[src/hw/rtl/scfr_pkg.sv]
package scfr_pkg;

    // Input item kinds, carried on the slave-side tuser.
    localparam logic [1:0] IN_BYTE = 2'd0;
    localparam logic [1:0] IN_TICK = 2'd1;
    localparam logic [1:0] IN_POP  = 2'd2;

    // Configuration register indexes.
    localparam logic CFG_DEVICE_ID = 1'b0;
    localparam logic CFG_TIMEOUT   = 1'b1;

    localparam logic [15:0] TIMEOUT_RESET = 16'd200;

    // Frame and reply bytes.
    localparam logic [7:0] CMD_SYNC0  = 8'h03;
    localparam logic [7:0] CMD_SYNC1  = 8'h02;
    localparam logic [7:0] DATA_SYNC0 = 8'h04;
    localparam logic [7:0] DATA_SYNC1 = 8'h05;
    localparam logic [7:0] ACK_CODE   = 8'h00;
    localparam logic [7:0] NACK_CODE  = 8'hFF;
    localparam int         CMD_DATA_BIT = 7;

    // Depth of the job queue between front and back.
    localparam int JOB_DEPTH = 4;

    typedef enum logic [1:0] {
        JOB_ACK,
        JOB_NACK,
        JOB_POP,
        JOB_EMPTY
    } job_kind_t;

    typedef struct packed {
        logic [7:0] command;
        logic [7:0] data0;
        logic [7:0] data1;
        logic [7:0] data2;
        logic [7:0] data3;
    } entry_t;

    typedef struct packed {
        job_kind_t kind;
        entry_t    entry;
    } job_t;

    // Byte k of an ACK or NACK reply frame; the last byte is the 8-bit sum.
    function automatic logic [7:0] reply_byte(input logic ack, input logic [1:0] idx);
        logic [7:0] code;
        logic [7:0] b;
        begin
            code = ack ? ACK_CODE : NACK_CODE;
            case (idx)
                2'd0:    b = CMD_SYNC0;
                2'd1:    b = CMD_SYNC1;
                2'd2:    b = code;
                default: b = CMD_SYNC0 + CMD_SYNC1 + code;
            endcase
            return b;
        end
    endfunction

endpackage

[src/hw/rtl/serial_command_frame_receiver.sv]
// Serial command frame receiver. Each slave-side beat is a received byte, a
// millisecond tick or a request to pop the command queue. Command frames
// (03 02 cmd sum) and, for commands with bit 7 set, the following data frames
// (04 05 d0 d1 d2 d3 sum) are checked and stored in a queue of QUEUE_DEPTH
// slots holding at most QUEUE_DEPTH-1 commands; each verdict or timeout gives
// a four-beat ACK (03 02 00 05) or NACK (03 02 FF 04) reply, and each pop gives
// one beat with the entry or an empty flag. The front accepts one beat per
// cycle while its issue stage is free or being emptied, and passes its jobs
// through a four-entry queue to the back, which drives the master side at
// one beat per cycle while the master is ready; a reply holds the output for its
// four beats, a pop for one. An accepted beat reaches its first result beat
// through the issue stage, job queue and output register. Configuration
// writes take effect at once and should be made while the block is idle.
module serial_command_frame_receiver
    import scfr_pkg::*;
#(
    parameter int QUEUE_DEPTH = 8
)
(
    input  logic        clk,
    input  logic        rst_n,
    input  logic        cfg_we,
    input  logic        cfg_index,
    input  logic [15:0] cfg_data,
    input  logic        s_axis_tvalid,
    output logic        s_axis_tready,
    input  logic [7:0]  s_axis_tdata,   // rx_byte
    input  logic [1:0]  s_axis_tuser,   // command
    output logic        m_axis_tvalid,
    input  logic        m_axis_tready,
    // tx_byte, entry_command, entry_data0, entry_data1, entry_data2, entry_data3
    output logic [47:0] m_axis_tdata,
    output logic [2:0]  m_axis_tuser,   // tx_valid, pop_valid, queue_empty
    output logic        m_axis_tlast    // last
);

    logic f_valid;
    logic f_ready;
    job_t f_job;
    logic q_valid;
    logic q_ready;
    job_t q_job;

    scfr_front #(
        .QUEUE_DEPTH(QUEUE_DEPTH)
    ) u_front (
        .clk       (clk),
        .rst_n     (rst_n),
        .cfg_we    (cfg_we),
        .cfg_index (cfg_index),
        .cfg_data  (cfg_data),
        .in_valid  (s_axis_tvalid),
        .in_ready  (s_axis_tready),
        .in_kind   (s_axis_tuser),
        .in_byte   (s_axis_tdata),
        .job_valid (f_valid),
        .job_ready (f_ready),
        .job       (f_job)
    );

    scfr_job_fifo u_fifo (
        .clk        (clk),
        .rst_n      (rst_n),
        .push_valid (f_valid),
        .push_ready (f_ready),
        .push_job   (f_job),
        .pop_valid  (q_valid),
        .pop_ready  (q_ready),
        .pop_job    (q_job)
    );

    scfr_back u_back (
        .clk       (clk),
        .rst_n     (rst_n),
        .job_valid (q_valid),
        .job_ready (q_ready),
        .job       (q_job),
        .out_valid (m_axis_tvalid),
        .out_ready (m_axis_tready),
        .out_data  (m_axis_tdata),
        .out_user  (m_axis_tuser),
        .out_last  (m_axis_tlast)
    );

    // A pop result is always a single beat.
    assert property (@(posedge clk) disable iff (!rst_n)
        m_axis_tvalid && (m_axis_tuser[1] || m_axis_tuser[2]) |-> m_axis_tlast)
        else $error("pop result not marked last");

    // A beat carries exactly one kind of result.
    assert property (@(posedge clk) disable iff (!rst_n)
        m_axis_tvalid |-> $onehot(m_axis_tuser))
        else $error("result beat kind flags not one-hot");

    // The closing beat of a reply is its checksum byte.
    assert property (@(posedge clk) disable iff (!rst_n)
        m_axis_tvalid && m_axis_tuser[0] && m_axis_tlast |->
            (m_axis_tdata[7:0] == 8'h05 || m_axis_tdata[7:0] == 8'h04))
        else $error("reply ends without checksum byte");

    // A reply beat that follows an unfinished reply beat continues that reply.
    assert property (@(posedge clk) disable iff (!rst_n)
        $past(m_axis_tvalid && m_axis_tready && m_axis_tuser[0] && !m_axis_tlast)
            && m_axis_tvalid |-> m_axis_tuser[0])
        else $error("reply frame interrupted");

endmodule

[src/hw/rtl/scfr_front.sv]
module scfr_front
    import scfr_pkg::*;
#(
    parameter int QUEUE_DEPTH = 8
)
(
    input  logic       clk,
    input  logic       rst_n,
    input  logic       cfg_we,
    input  logic       cfg_index,
    input  logic [15:0] cfg_data,
    input  logic       in_valid,
    output logic       in_ready,
    input  logic [1:0] in_kind,
    input  logic [7:0] in_byte,
    output logic       job_valid,
    input  logic       job_ready,
    output job_t       job
);

    localparam int QW = (QUEUE_DEPTH > 1) ? $clog2(QUEUE_DEPTH) : 1;

    function automatic logic [QW-1:0] wrap_inc(input logic [QW-1:0] p);
        begin
            return (p == QW'(QUEUE_DEPTH - 1)) ? '0 : p + 1'b1;
        end
    endfunction

    // Configuration registers.
    logic        dev_id_reg;
    logic [15:0] timeout_reg;

    // Frame collection state.
    logic        phase_reg, phase_next;
    logic [2:0]  cnt_reg, cnt_next;
    logic [7:0]  sum_reg, sum_next;
    logic        hdr_ok_reg, hdr_ok_next;
    logic [7:0]  cmd_hold_reg, cmd_hold_next;
    logic [7:0]  d0_reg, d0_next;
    logic [7:0]  d1_reg, d1_next;
    logic [7:0]  d2_reg, d2_next;
    logic [7:0]  d3_reg, d3_next;
    logic [15:0] idle_reg, idle_next;
    logic [15:0] dwait_reg, dwait_next;

    // Command queue pointers and storage.
    logic [QW-1:0]          wr_ptr_reg, wr_ptr_next;
    logic [QW-1:0]          rd_ptr_reg, rd_ptr_next;
    logic [QUEUE_DEPTH-1:0] dvld_reg, dvld_next;
    logic [7:0]             cmd_mem  [QUEUE_DEPTH];
    logic [31:0]            data_mem [QUEUE_DEPTH];
    logic                   cmd_we;
    logic                   data_we;
    logic                   mem_rd;

    // Issue stage holding the job while the popped entry is read.
    logic       b_valid_reg, b_valid_next;
    job_kind_t  b_kind_reg, b_kind_next;
    logic [7:0] rd_cmd_reg;
    logic [31:0] rd_data_reg;
    logic       rd_dvld_reg;

    logic        accept;
    logic        b_advance;
    logic        new_job;
    job_kind_t   new_kind;
    logic        full;
    logic        frame_ok;
    logic [15:0] idle_inc;
    logic [15:0] dwait_inc;
    logic [7:0]  sync0;
    logic [7:0]  sync1;

    assign b_advance = b_valid_reg && job_ready;
    assign in_ready  = !b_valid_reg || job_ready;
    assign accept    = in_valid && in_ready;
    assign full      = (wrap_inc(wr_ptr_reg) == rd_ptr_reg);
    assign idle_inc  = (idle_reg == 16'hFFFF) ? idle_reg : idle_reg + 16'd1;
    assign dwait_inc = (dwait_reg == 16'hFFFF) ? dwait_reg : dwait_reg + 16'd1;
    assign sync0     = phase_reg ? DATA_SYNC0 : CMD_SYNC0;
    assign sync1     = phase_reg ? DATA_SYNC1 : CMD_SYNC1;
    assign frame_ok  = hdr_ok_reg && (in_byte == sum_reg) && (phase_reg || dev_id_reg);

    // Frame collection, timers and queue bookkeeping for one accepted item.
    always_comb
    begin
        phase_next    = phase_reg;
        cnt_next      = cnt_reg;
        sum_next      = sum_reg;
        hdr_ok_next   = hdr_ok_reg;
        cmd_hold_next = cmd_hold_reg;
        d0_next       = d0_reg;
        d1_next       = d1_reg;
        d2_next       = d2_reg;
        d3_next       = d3_reg;
        idle_next     = idle_reg;
        dwait_next    = dwait_reg;
        wr_ptr_next   = wr_ptr_reg;
        rd_ptr_next   = rd_ptr_reg;
        dvld_next     = dvld_reg;
        cmd_we        = 1'b0;
        data_we       = 1'b0;
        mem_rd        = 1'b0;
        new_job       = 1'b0;
        new_kind      = JOB_NACK;

        if (accept)
        begin
            case (in_kind)
                IN_BYTE:
                begin
                    idle_next = '0;
                    cnt_next  = cnt_reg + 3'd1;
                    sum_next  = (cnt_reg == 3'd0) ? in_byte : sum_reg + in_byte;
                    if (cnt_reg == 3'd0)
                    begin
                        hdr_ok_next = (in_byte == sync0);
                    end
                    else if (cnt_reg == 3'd1)
                    begin
                        hdr_ok_next = hdr_ok_reg && (in_byte == sync1);
                    end
                    else if (phase_reg && cnt_reg == 3'd5)
                    begin
                        hdr_ok_next = hdr_ok_reg &&
                                      (in_byte == ACK_CODE || in_byte == NACK_CODE);
                    end
                    case (cnt_reg)
                        3'd2:    begin cmd_hold_next = in_byte; d0_next = in_byte; end
                        3'd3:    d1_next = in_byte;
                        3'd4:    d2_next = in_byte;
                        3'd5:    d3_next = in_byte;
                        default: ;
                    endcase

                    // Command frame verdict on its fourth byte.
                    if (!phase_reg && cnt_reg == 3'd3)
                    begin
                        cnt_next = '0;
                        if (!frame_ok || full)
                        begin
                            new_job  = 1'b1;
                            new_kind = JOB_NACK;
                        end
                        else
                        begin
                            cmd_we = 1'b1;
                            if (cmd_hold_reg[CMD_DATA_BIT])
                            begin
                                phase_next = 1'b1;
                                dwait_next = '0;
                            end
                            else
                            begin
                                wr_ptr_next = wrap_inc(wr_ptr_reg);
                                new_job     = 1'b1;
                                new_kind    = JOB_ACK;
                            end
                        end
                    end

                    // Data frame verdict on its seventh byte.
                    if (phase_reg && cnt_reg == 3'd6)
                    begin
                        cnt_next   = '0;
                        phase_next = 1'b0;
                        new_job    = 1'b1;
                        if (!frame_ok || full)
                        begin
                            new_kind = JOB_NACK;
                        end
                        else
                        begin
                            data_we               = 1'b1;
                            dvld_next[wr_ptr_reg] = 1'b1;
                            wr_ptr_next           = wrap_inc(wr_ptr_reg);
                            new_kind              = JOB_ACK;
                        end
                    end
                end
                IN_TICK:
                begin
                    idle_next  = idle_inc;
                    dwait_next = dwait_inc;
                    if ((cnt_reg != 3'd0 && idle_inc > timeout_reg) ||
                        (phase_reg && dwait_inc > timeout_reg))
                    begin
                        cnt_next   = '0;
                        phase_next = 1'b0;
                        new_job    = 1'b1;
                        new_kind   = JOB_NACK;
                    end
                end
                IN_POP:
                begin
                    new_job = 1'b1;
                    if (rd_ptr_reg == wr_ptr_reg)
                    begin
                        new_kind = JOB_EMPTY;
                    end
                    else
                    begin
                        new_kind    = JOB_POP;
                        mem_rd      = 1'b1;
                        rd_ptr_next = wrap_inc(rd_ptr_reg);
                    end
                end
                default: ;
            endcase
        end
    end

    // Issue stage handshake.
    always_comb
    begin
        b_kind_next = b_kind_reg;
        if (accept)
        begin
            b_valid_next = new_job;
            b_kind_next  = new_kind;
        end
        else if (b_advance)
        begin
            b_valid_next = 1'b0;
        end
        else
        begin
            b_valid_next = b_valid_reg;
        end
    end

    // Control and configuration registers.
    always_ff @(posedge clk or negedge rst_n)
    begin
        if (!rst_n)
        begin
            dev_id_reg  <= 1'b0;
            timeout_reg <= TIMEOUT_RESET;
            phase_reg   <= 1'b0;
            cnt_reg     <= '0;
            idle_reg    <= '0;
            dwait_reg   <= '0;
            wr_ptr_reg  <= '0;
            rd_ptr_reg  <= '0;
            dvld_reg    <= '0;
            b_valid_reg <= 1'b0;
            b_kind_reg  <= JOB_NACK;
        end
        else
        begin
            if (cfg_we && cfg_index == CFG_DEVICE_ID)
            begin
                dev_id_reg <= cfg_data[0];
            end
            if (cfg_we && cfg_index == CFG_TIMEOUT)
            begin
                timeout_reg <= cfg_data;
            end
            phase_reg   <= phase_next;
            cnt_reg     <= cnt_next;
            idle_reg    <= idle_next;
            dwait_reg   <= dwait_next;
            wr_ptr_reg  <= wr_ptr_next;
            rd_ptr_reg  <= rd_ptr_next;
            dvld_reg    <= dvld_next;
            b_valid_reg <= b_valid_next;
            b_kind_reg  <= b_kind_next;
        end
    end

    // Frame payload registers.
    always_ff @(posedge clk)
    begin
        sum_reg      <= sum_next;
        hdr_ok_reg   <= hdr_ok_next;
        cmd_hold_reg <= cmd_hold_next;
        d0_reg       <= d0_next;
        d1_reg       <= d1_next;
        d2_reg       <= d2_next;
        d3_reg       <= d3_next;
    end

    // Command queue memories with registered read.
    always_ff @(posedge clk)
    begin
        if (cmd_we)
        begin
            cmd_mem[wr_ptr_reg] <= cmd_hold_reg;
        end
        if (data_we)
        begin
            data_mem[wr_ptr_reg] <= {d0_reg, d1_reg, d2_reg, d3_reg};
        end
        if (mem_rd)
        begin
            rd_cmd_reg  <= cmd_mem[rd_ptr_reg];
            rd_data_reg <= data_mem[rd_ptr_reg];
            rd_dvld_reg <= dvld_reg[rd_ptr_reg];
        end
    end

    // Job toward the back; data bytes of a slot never filled read as zero.
    always_comb
    begin
        job       = '0;
        job.kind  = b_kind_reg;
        if (b_kind_reg == JOB_POP)
        begin
            job.entry.command = rd_cmd_reg;
            if (rd_dvld_reg)
            begin
                {job.entry.data0, job.entry.data1, job.entry.data2, job.entry.data3} =
                    rd_data_reg;
            end
        end
    end

    assign job_valid = b_valid_reg;

endmodule

[src/hw/rtl/scfr_job_fifo.sv]
module scfr_job_fifo
    import scfr_pkg::*;
(
    input  logic clk,
    input  logic rst_n,
    input  logic push_valid,
    output logic push_ready,
    input  job_t push_job,
    output logic pop_valid,
    input  logic pop_ready,
    output job_t pop_job
);

    localparam int PW = $clog2(JOB_DEPTH);

    job_t          slot_reg [JOB_DEPTH];
    logic [PW-1:0] wr_reg;
    logic [PW-1:0] rd_reg;
    logic [PW:0]   count_reg;
    logic          do_push;
    logic          do_pop;

    assign push_ready = (count_reg != (PW + 1)'(JOB_DEPTH));
    assign pop_valid  = (count_reg != '0);
    assign do_push    = push_valid && push_ready;
    assign do_pop     = pop_valid && pop_ready;
    assign pop_job    = slot_reg[rd_reg];

    // Pointers and fill count.
    always_ff @(posedge clk or negedge rst_n)
    begin
        if (!rst_n)
        begin
            wr_reg    <= '0;
            rd_reg    <= '0;
            count_reg <= '0;
        end
        else
        begin
            if (do_push)
            begin
                wr_reg <= wr_reg + 1'b1;
            end
            if (do_pop)
            begin
                rd_reg <= rd_reg + 1'b1;
            end
            if (do_push && !do_pop)
            begin
                count_reg <= count_reg + 1'b1;
            end
            else if (do_pop && !do_push)
            begin
                count_reg <= count_reg - 1'b1;
            end
        end
    end

    // Job storage.
    always_ff @(posedge clk)
    begin
        if (do_push)
        begin
            slot_reg[wr_reg] <= push_job;
        end
    end

endmodule

[src/hw/rtl/scfr_back.sv]
module scfr_back
    import scfr_pkg::*;
(
    input  logic        clk,
    input  logic        rst_n,
    input  logic        job_valid,
    output logic        job_ready,
    input  job_t        job,
    output logic        out_valid,
    input  logic        out_ready,
    output logic [47:0] out_data,
    output logic [2:0]  out_user,
    output logic        out_last
);

    logic        out_valid_reg;
    logic [47:0] out_data_reg, out_data_next;
    logic [2:0]  out_user_reg, out_user_next;
    logic        out_last_reg, out_last_next;
    logic [1:0]  beat_reg, beat_next;
    logic        load;
    logic        is_reply;
    logic        final_beat;

    assign load       = !out_valid_reg || out_ready;
    assign is_reply   = (job.kind == JOB_ACK) || (job.kind == JOB_NACK);
    assign final_beat = !is_reply || (beat_reg == 2'd3);
    assign job_ready  = load && final_beat;

    // Build the next output beat from the job at the queue head.
    always_comb
    begin
        out_data_next = '0;
        out_user_next = '0;
        out_last_next = final_beat;
        beat_next     = beat_reg;
        if (load && job_valid)
        begin
            beat_next = final_beat ? 2'd0 : beat_reg + 2'd1;
        end
        case (job.kind)
            JOB_ACK, JOB_NACK:
            begin
                out_data_next[7:0] = reply_byte(job.kind == JOB_ACK, beat_reg);
                out_user_next[0]   = 1'b1;
            end
            JOB_POP:
            begin
                out_data_next[47:8] = {job.entry.data3, job.entry.data2, job.entry.data1,
                                       job.entry.data0, job.entry.command};
                out_user_next[1]    = 1'b1;
            end
            default:
            begin
                out_user_next[2] = 1'b1;
            end
        endcase
    end

    // Output valid and beat counter.
    always_ff @(posedge clk or negedge rst_n)
    begin
        if (!rst_n)
        begin
            out_valid_reg <= 1'b0;
            beat_reg      <= '0;
        end
        else
        begin
            beat_reg <= beat_next;
            if (load)
            begin
                out_valid_reg <= job_valid;
            end
        end
    end

    // Output payload register.
    always_ff @(posedge clk)
    begin
        if (load && job_valid)
        begin
            out_data_reg <= out_data_next;
            out_user_reg <= out_user_next;
            out_last_reg <= out_last_next;
        end
    end

    assign out_valid = out_valid_reg;
    assign out_data  = out_data_reg;
    assign out_user  = out_user_reg;
    assign out_last  = out_last_reg;

endmodule
[config.mk]
export PLATFORM = sky130hd
export DESIGN_NAME = serial_command_frame_receiver
export DESIGN_NICKNAME = d
export VERILOG_FILES = /design/src/hw/rtl/scfr_pkg.sv /design/src/hw/rtl/serial_command_frame_receiver.sv /design/src/hw/rtl/scfr_front.sv /design/src/hw/rtl/scfr_job_fifo.sv /design/src/hw/rtl/scfr_back.sv
export SDC_FILE = /design/constraint.sdc
export NUM_CORES = 1
export LEC_CHECK = 0
export BUFFER_PORTS_ARGS = -buffer_cell sky130_fd_sc_hd__buf_4
export CAP_MARGIN = 0
export CORE_MARGIN = 2
export CORE_UTILIZATION = 65
export CTS_BUF_LIST = sky130_fd_sc_hd__clkbuf_8
export DETAILED_ROUTE_END_ITERATION = 6
export GPL_TIMING_DRIVEN = 1
export PLACE_DENSITY_LB_ADDON = 0.3
export SYNTH_ARGS = -nofsm -noshare
export SYNTH_HDL_FRONTEND = slang
export SYNTH_SLANG_ARGS = --single-unit
[constraint.sdc]
create_clock -name clk -period 10.7 [get_ports clk]
set_clock_uncertainty 0.05 [all_clocks]
set_input_delay 1.605 -clock clk [delete_from_list [all_inputs] [get_ports clk]]
set_output_delay 1.605 -clock clk [all_outputs]
set_load 0.02 [all_outputs]
==> results.toml, run 1 <==
[sta]
fin_crit_sh = 0.397
setup_viol = 0
hold_viol = 0
report.final.slew_viol_count = 0
fin_crit_ns = 4.25
slew_headroom = 0.181
rsz0062_at_grt = "no"
clock.fmax_ghz = 0.235
hold_ws_ns = 0.431
tightest_slew_ns = 1.22
finalSetupTns_ns = 0

[synthesis]
avgSynthCellArea_um2 = 18.1
synthTopCellsByArea = "edfxtp_1 65%, mux4_2 9.8%, dfrtp_1 6.7%"
synth_ff_type = "edfxtp_1"
synthCells = 1577
netlist_area_um2 = 28500
synth_common_cells = "618 x edfxtp_1, 124 x mux4_2, 76 x dfrtp_1"
postSynth.asyncResetShare = 0.115
synth-seq-area-share = 0.721
synth_edf_count = 618
synth_cell_type_count = 71
synth_nets = 1669
ys_seq_elements = 698
synth_area_leader_cell = "edfxtp_1"
yosysTopAreaCellShare = 0.651
yosys.cell_count.top_type = "edfxtp_1"
yosysWarnings = 0

[power]
power.density_nw_per_um2 = 222
leakagePower_nw = 11.3
vdd_drop_max_v = 0.000127
comb_power_share = 0.236
power_frac_clock = 0.288
p_sw_mw = 1.96
p_sw_frac = 0.278
seqPwrFrac = 0.476
intPower_mw = 5.10

[die]
dieArea_um2 = 45500
dieHeight_um = 213
dieWidth_um = 213
core_area_um2 = 43200
rows = 76
start_util = 0.660
io_pins = 86

[detailed_routing]
via_per_inst = 6.11
dr.pass1.iters = 7
final_antenna_net_count = 0
wl_per_cell_um = 21.9
drc = 0
dr_total_vias = 14600
drt_iter0_markers = 1363
routed_wl_um = 52500

[placed_design]
place_inst = 2199
hpwlAfterDp_um = 33600
portBuffers = 85
gp_congestion = 0.919

[grt]
use_met2 = 0.363
track_usage = 0.242
grt_pass1_wl_um = 82400
met1_usage = 0.371
overflow = 0
antenna_found_initial = 2
grt-busiest-layer = "met1"
grt_pass1_vias = 14700
use_met3 = 0.0425
grt_start_max_net_pins = 56

[cts]
clk_latency_ns = 0.68
cts_sinks = 698
hold_buffers = 0
post_cts_buffers = 0
cts_root_buffer = "clkbuf_8"
postCtsResizedCells = 0
cts_buffers = 104
htreeDepth = 3
cts_tree = "done"
clock_path_buffers = 3
clkSlewWorstSetupHoldPaths_ns = 0.06

[worst_setup_path]
crit_path_end_kind = "flop"
crit_fanout = 32
max_stage_delay_ns = 0.82
timing.rr.start = "u_fifo.count_reg[0]$_DFFE_PN0P_"
startpoint_type = "input port"
critPathSlowestCell = "nor2_2"
critical_path_arrival_ns = 4.49
worstPathRequired_ns = 10.94
cp_num_buf_inv = 2
crit_type = "in2reg"
rrSetupSlack_ns = 6.65
r2r_cells = 7
path_cells = "buf_4 -> nand3b_1 -> nor2_2 -> nand2_1 -> or3_1 -> nor2_2 -> buf_4"
rr_endpoint = "u_front.data_mem[4][9]$_DFFE_PP_"
critPathTopFamily = "simple AND/OR/NAND/NOR gates"

[final_layout]
finalCoreUtilization = 0.736
area_growth_pct = 11.4
largest_reg_flops = 256
drive_gt1_frac = 0.268
fin_cells = 2392
n_antenna_cell = 0
fin_nets = 1812

[run]
maxCapViolations = 0

[min_path]
holdCritStartpoint = "u_front.dvld_reg[7]$_DFFE_PN0P_"
hp-class = "reg2reg"
holdPathEnd = "u_front.dvld_reg[7]$_DFFE_PN0P_"
min_path_cells = 1

[run_status]
status = "finished, final reports clean"
==> worst reg2reg max path, delay by kind of cell (launching register included) <==
family / cells / cell delay [ns]
buffers and inverters: 1 / 0.42
DFF: 1 / 0.44
and+or+nand+nor: 6 / 2.75
==> cell type report <==
type,instances,area (µm²)
sequential,698,20600
multi-input combinational,769,7510
fill,2534,11400
clock inverter,82,464
timing repair buffer,108,811
tap,585,732
clock buffer,111,1530
inverter,39,146
==> per-layer routing <==
layer	up-vias	routed length (µm)
met5	-	0
met4	0	915
met3	78	4080
met2	609	24900
met1	7397	22600
li1	6533	-
==> metrics by stage <==
stage	setup slack, ns	power, mW	cell area [µm²]
2_1_floorplan	4.92	4.62	28500
3_3_place_gp	5.88	5.06	29800
3_5_place_dp	5.83	5.10	29800
4_1_cts	6.55	7.14	31800
5_1_grt	6.26	7.40	31800
6_report	6.45	7.06	31800
==> cells by family after synthesis <==
family | share of synthesized area
AOI/OAI and AO/OA | 0.0384
muxes | 0.126
xor gates and xnor gates | 0.0114
buffers and inverters | 0.0166
and+or+nand+nor | 0.0589
DFF | 0.721
adders and majority gates | 0.0269
==> cell usage in the layout (no fill, tap or decap), types with 55 or more instances in the layout <==
cell / netlist / layout
buf_4: 6 / 108
clkbuf_8: 0 / 111
dfrtp_1: 76 / 72
edfxtp_1: 618 / 618
ha_1: 58 / 58
inv_1: 39 / 72
mux2_2: 68 / 68
mux4_2: 124 / 124
nor2_1: 63 / 55
==> worst max path at each step <==
stage | start | end | slack (ns) | cells after the start
floorplan | m_axis_tready | u_fifo.count_reg[1]$_DFFE_PN0P_ | 4.92 | 7
global placement | s_axis_tuser[1] | u_front.data_mem[5][8]$_DFFE_PP_ | 5.88 | 7
detailed placement | s_axis_tuser[1] | u_front.data_mem[5][8]$_DFFE_PP_ | 5.83 | 7
CTS | s_axis_tuser[1] | u_front.data_mem[1][7]$_DFFE_PP_ | 6.55 | 7
global route | s_axis_tuser[1] | u_front.data_mem[5][1]$_DFFE_PP_ | 6.26 | 7
finish | s_axis_tuser[1] | u_front.data_mem[4][9]$_DFFE_PP_ | 6.45 | 7
==> power groups by stage <==
stage	Sequential, mW	Clock, mW	Combinational, mW
after floorplan	3.47	0	1.15
after global placement	3.40	0	1.66
after detailed placement	3.42	0	1.69
after CTS	3.36	2.08	1.70
after global routing	3.38	2.19	1.82
final	3.36	2.03	1.67
(Power assumes the default switching activity.)
==> run 2, diff against run 1 <==
Settings changed: CORE_UTILIZATION 65 to 58.
Clock period 10.7 ns to 3.7 ns, I/O delays scaled along.
==> run 2 against run 1 <==
Via count is 2.0% lower. Sequential share of layout area is 0.99 points lower. Power grew to 2.9 times the previous value. Hold slack worse by 0.37 ns. Core utilization is 7.4 points lower. Sequential cell count stayed put. Critical path type is now reg2reg. Largest power group unchanged.
==> results.toml, run 2 (same netlist as run 1, synthesis figures left out) <==
[placed_design]
pre_cts_ws_ns = 0.0636
gp_congestion = 0.879
portBuffers = 85
place_inst = 2297
hpwlAfterDp_um = 31500

[final_layout]
num-fill-cells = 3224
finalCoreUtilization = 0.662
final_common_cell = "edfxtp_1"
area_growth_pct = 13.2
fin_cells = 2501
fin_nets = 1840
drive_gt1_frac = 0.279
n_antenna_cell = 0
layout_common_cells = "618 x edfxtp_1, 124 x mux4_2, 122 x buf_4"
largest_reg_flops = 256

[power]
seqPwrFrac = 0.471
p_sw_mw = 5.67
comb_power_share = 0.240
vdd_drop_max_v = 0.000394
power.density_nw_per_um2 = 633
intPower_mw = 14.8
power_frac_clock = 0.288
leakagePower_nw = 11.5
p_sw_frac = 0.278

[detailed_routing]
routed_wl_um = 52200
final_antenna_net_count = 0
top_layer = "met4"
drt_iter0_markers = 1032
dr_wl_met2_um = 26100
drc = 0
wl_met3_um = 2930
via_per_inst = 5.73
wl_met1_um = 22100
dr.pass1.iters = 5
wl_per_cell_um = 20.9
dr_total_vias = 14300

[worst_setup_path]
critPathSlowestCell = "dfrtp_1"
path_cells = "ha_2 -> nand3_4 -> nor2_4 -> nand3_4 -> or2_1 -> mux2_2 -> ha_1 -> nand4_1 -> nor2_1 -> a221o_1 -> o31a_1 -> o21bai_4 -> mux2_2"
worstPathRequired_ns = 4.21
crit_fanout = 6
critical_path_arrival_ns = 4.04
cp_num_buf_inv = 0
critPathTopFamily = "simple AND/OR/NAND/NOR gates"
startpoint_type = "flop"
max_stage_delay_ns = 0.39
crit_cells = 13
crit_type = "reg2reg"
r2r_cells = 13
rrSetupSlack_ns = 0.17
crit_path_end_kind = "flop"
timing.rr.start = "u_front.idle_reg[0]$_DFFE_PN0P_"
rr_endpoint = "u_front.cnt_reg[2]$_DFFE_PN0P_"

[sta]
hold_ws_ns = 0.0586
fin_crit_sh = 0.954
slew_headroom = 0.343
fin_crit_ns = 3.53
setup_viol = 0
tightest_slew_ns = 0.986
report.final.slew_viol_count = 0
rsz0062_at_grt = "no"
hold_viol = 0
finalSetupTns_ns = 0
clock.fmax_ghz = 0.283
worst_slack_ns = 0.170

[cts]
clk_latency_ns = 0.69
cts_buffers = 107
cts_sinks = 698
cts_root_buffer = "clkbuf_8"
cts_tree = "done"
htreeDepth = 3
clock_path_buffers = 3
clkSlewWorstSetupHoldPaths_ns = 0.06

[die]
dieHeight_um = 226
dieArea_um2 = 50900
rows = 81
io_pins = 86
core_area_um2 = 48700
dieWidth_um = 226
start_util = 0.585

[grt]
grt_pass1_vias = 14800
antenna_found_initial = 0
grt_start_max_net_pins = 71
track_usage = 0.213
overflow = 0
grt_pass1_wl_um = 82200

[min_path]
min_path_cells = 2
hp-class = "in2reg"
holdPathEnd = "u_front.timeout_reg[3]$_DFFE_PN1P_"
holdCritStartpoint = "cfg_data[3]"

[run_status]
status = "finished, final reports clean"

[run]
maxCapViolations = 0
run 2: cell types whose count changed in the layout (fill, tap and decap cells not counted), sizes merged:
cell,before,now
buf,108,131
clkinv,39,47
clkbuf,111,109
dlygate4sd3,0,2
inv,75,74
run 2: area by class of cell:
class	count	area, µm²	share of cell area
Tap cell	664	831	0.0258
Timing Repair Buffer	133	1120	0.0346
Multi-Input combinational cell	769	7580	0.235
Inverter	39	146	0.00454
Clock buffer	109	1500	0.0465
Sequential cell	698	20600	0.638
Clock inverter	89	505	0.0157
run 2: power by group through the flow:
| stage | Combinational [mW] | Sequential, mW | Clock [mW] |
|---|---|---|---|
| after floorplan | 3.33 | 10.0 | 0 |
| after global placement | 4.88 | 9.76 | 0 |
| after detailed placement | 4.94 | 9.79 | 0 |
| after CTS | 4.97 | 9.63 | 6.05 |
| after global routing | 5.34 | 9.69 | 6.38 |
| final | 4.91 | 9.63 | 5.89 |
run 2: how the worst max path moves through the flow:
stage                                     start                                to  slack, ns
6_report        u_front.idle_reg[0]$_DFFE_PN0P_    u_front.cnt_reg[2]$_DFFE_PN0P_       0.17
5_1_grt         u_front.idle_reg[0]$_DFFE_PN0P_    u_front.cnt_reg[2]$_DFFE_PN0P_      0.002
4_1_cts         u_front.idle_reg[0]$_DFFE_PN0P_    u_front.cnt_reg[2]$_DFFE_PN0P_       0.04
3_5_place_dp    u_front.idle_reg[0]$_DFFE_PN0P_    u_front.cnt_reg[2]$_DFFE_PN0P_       0.06
3_3_place_gp   u_front.dwait_reg[1]$_DFFE_PN0P_    u_front.cnt_reg[2]$_DFFE_PN0P_       0.19
2_1_floorplan                   s_axis_tdata[6]  u_front.data_mem[0][0]$_DFFE_PP_      -0.21
run 2: metal layers:
metal	vias up	track usage
li1	6585	-
met1	7239	0.290
met2	420	0.352
met3	82	0.0375
met4	0	0.0737
met5	-	0
run 2: timing repair:
| action | CTS | global route |
|---|---|---|
| buffers inserted | 0 | 4 |
| hold buffers | 2 | 0 |
| endpoints found under the setup margin | 0 | 5 |
| resized for setup | 0 | 17 |
| endpoints found under the hold margin | 68 | 0 |
run 2: stage by stage:
step	total power, mW	area [µm²]
after floorplan	13.4	28500
after global placement	14.6	30100
after detailed placement	14.7	30100
after CTS	20.7	32100
after global routing	21.4	32300
final	20.4	32300
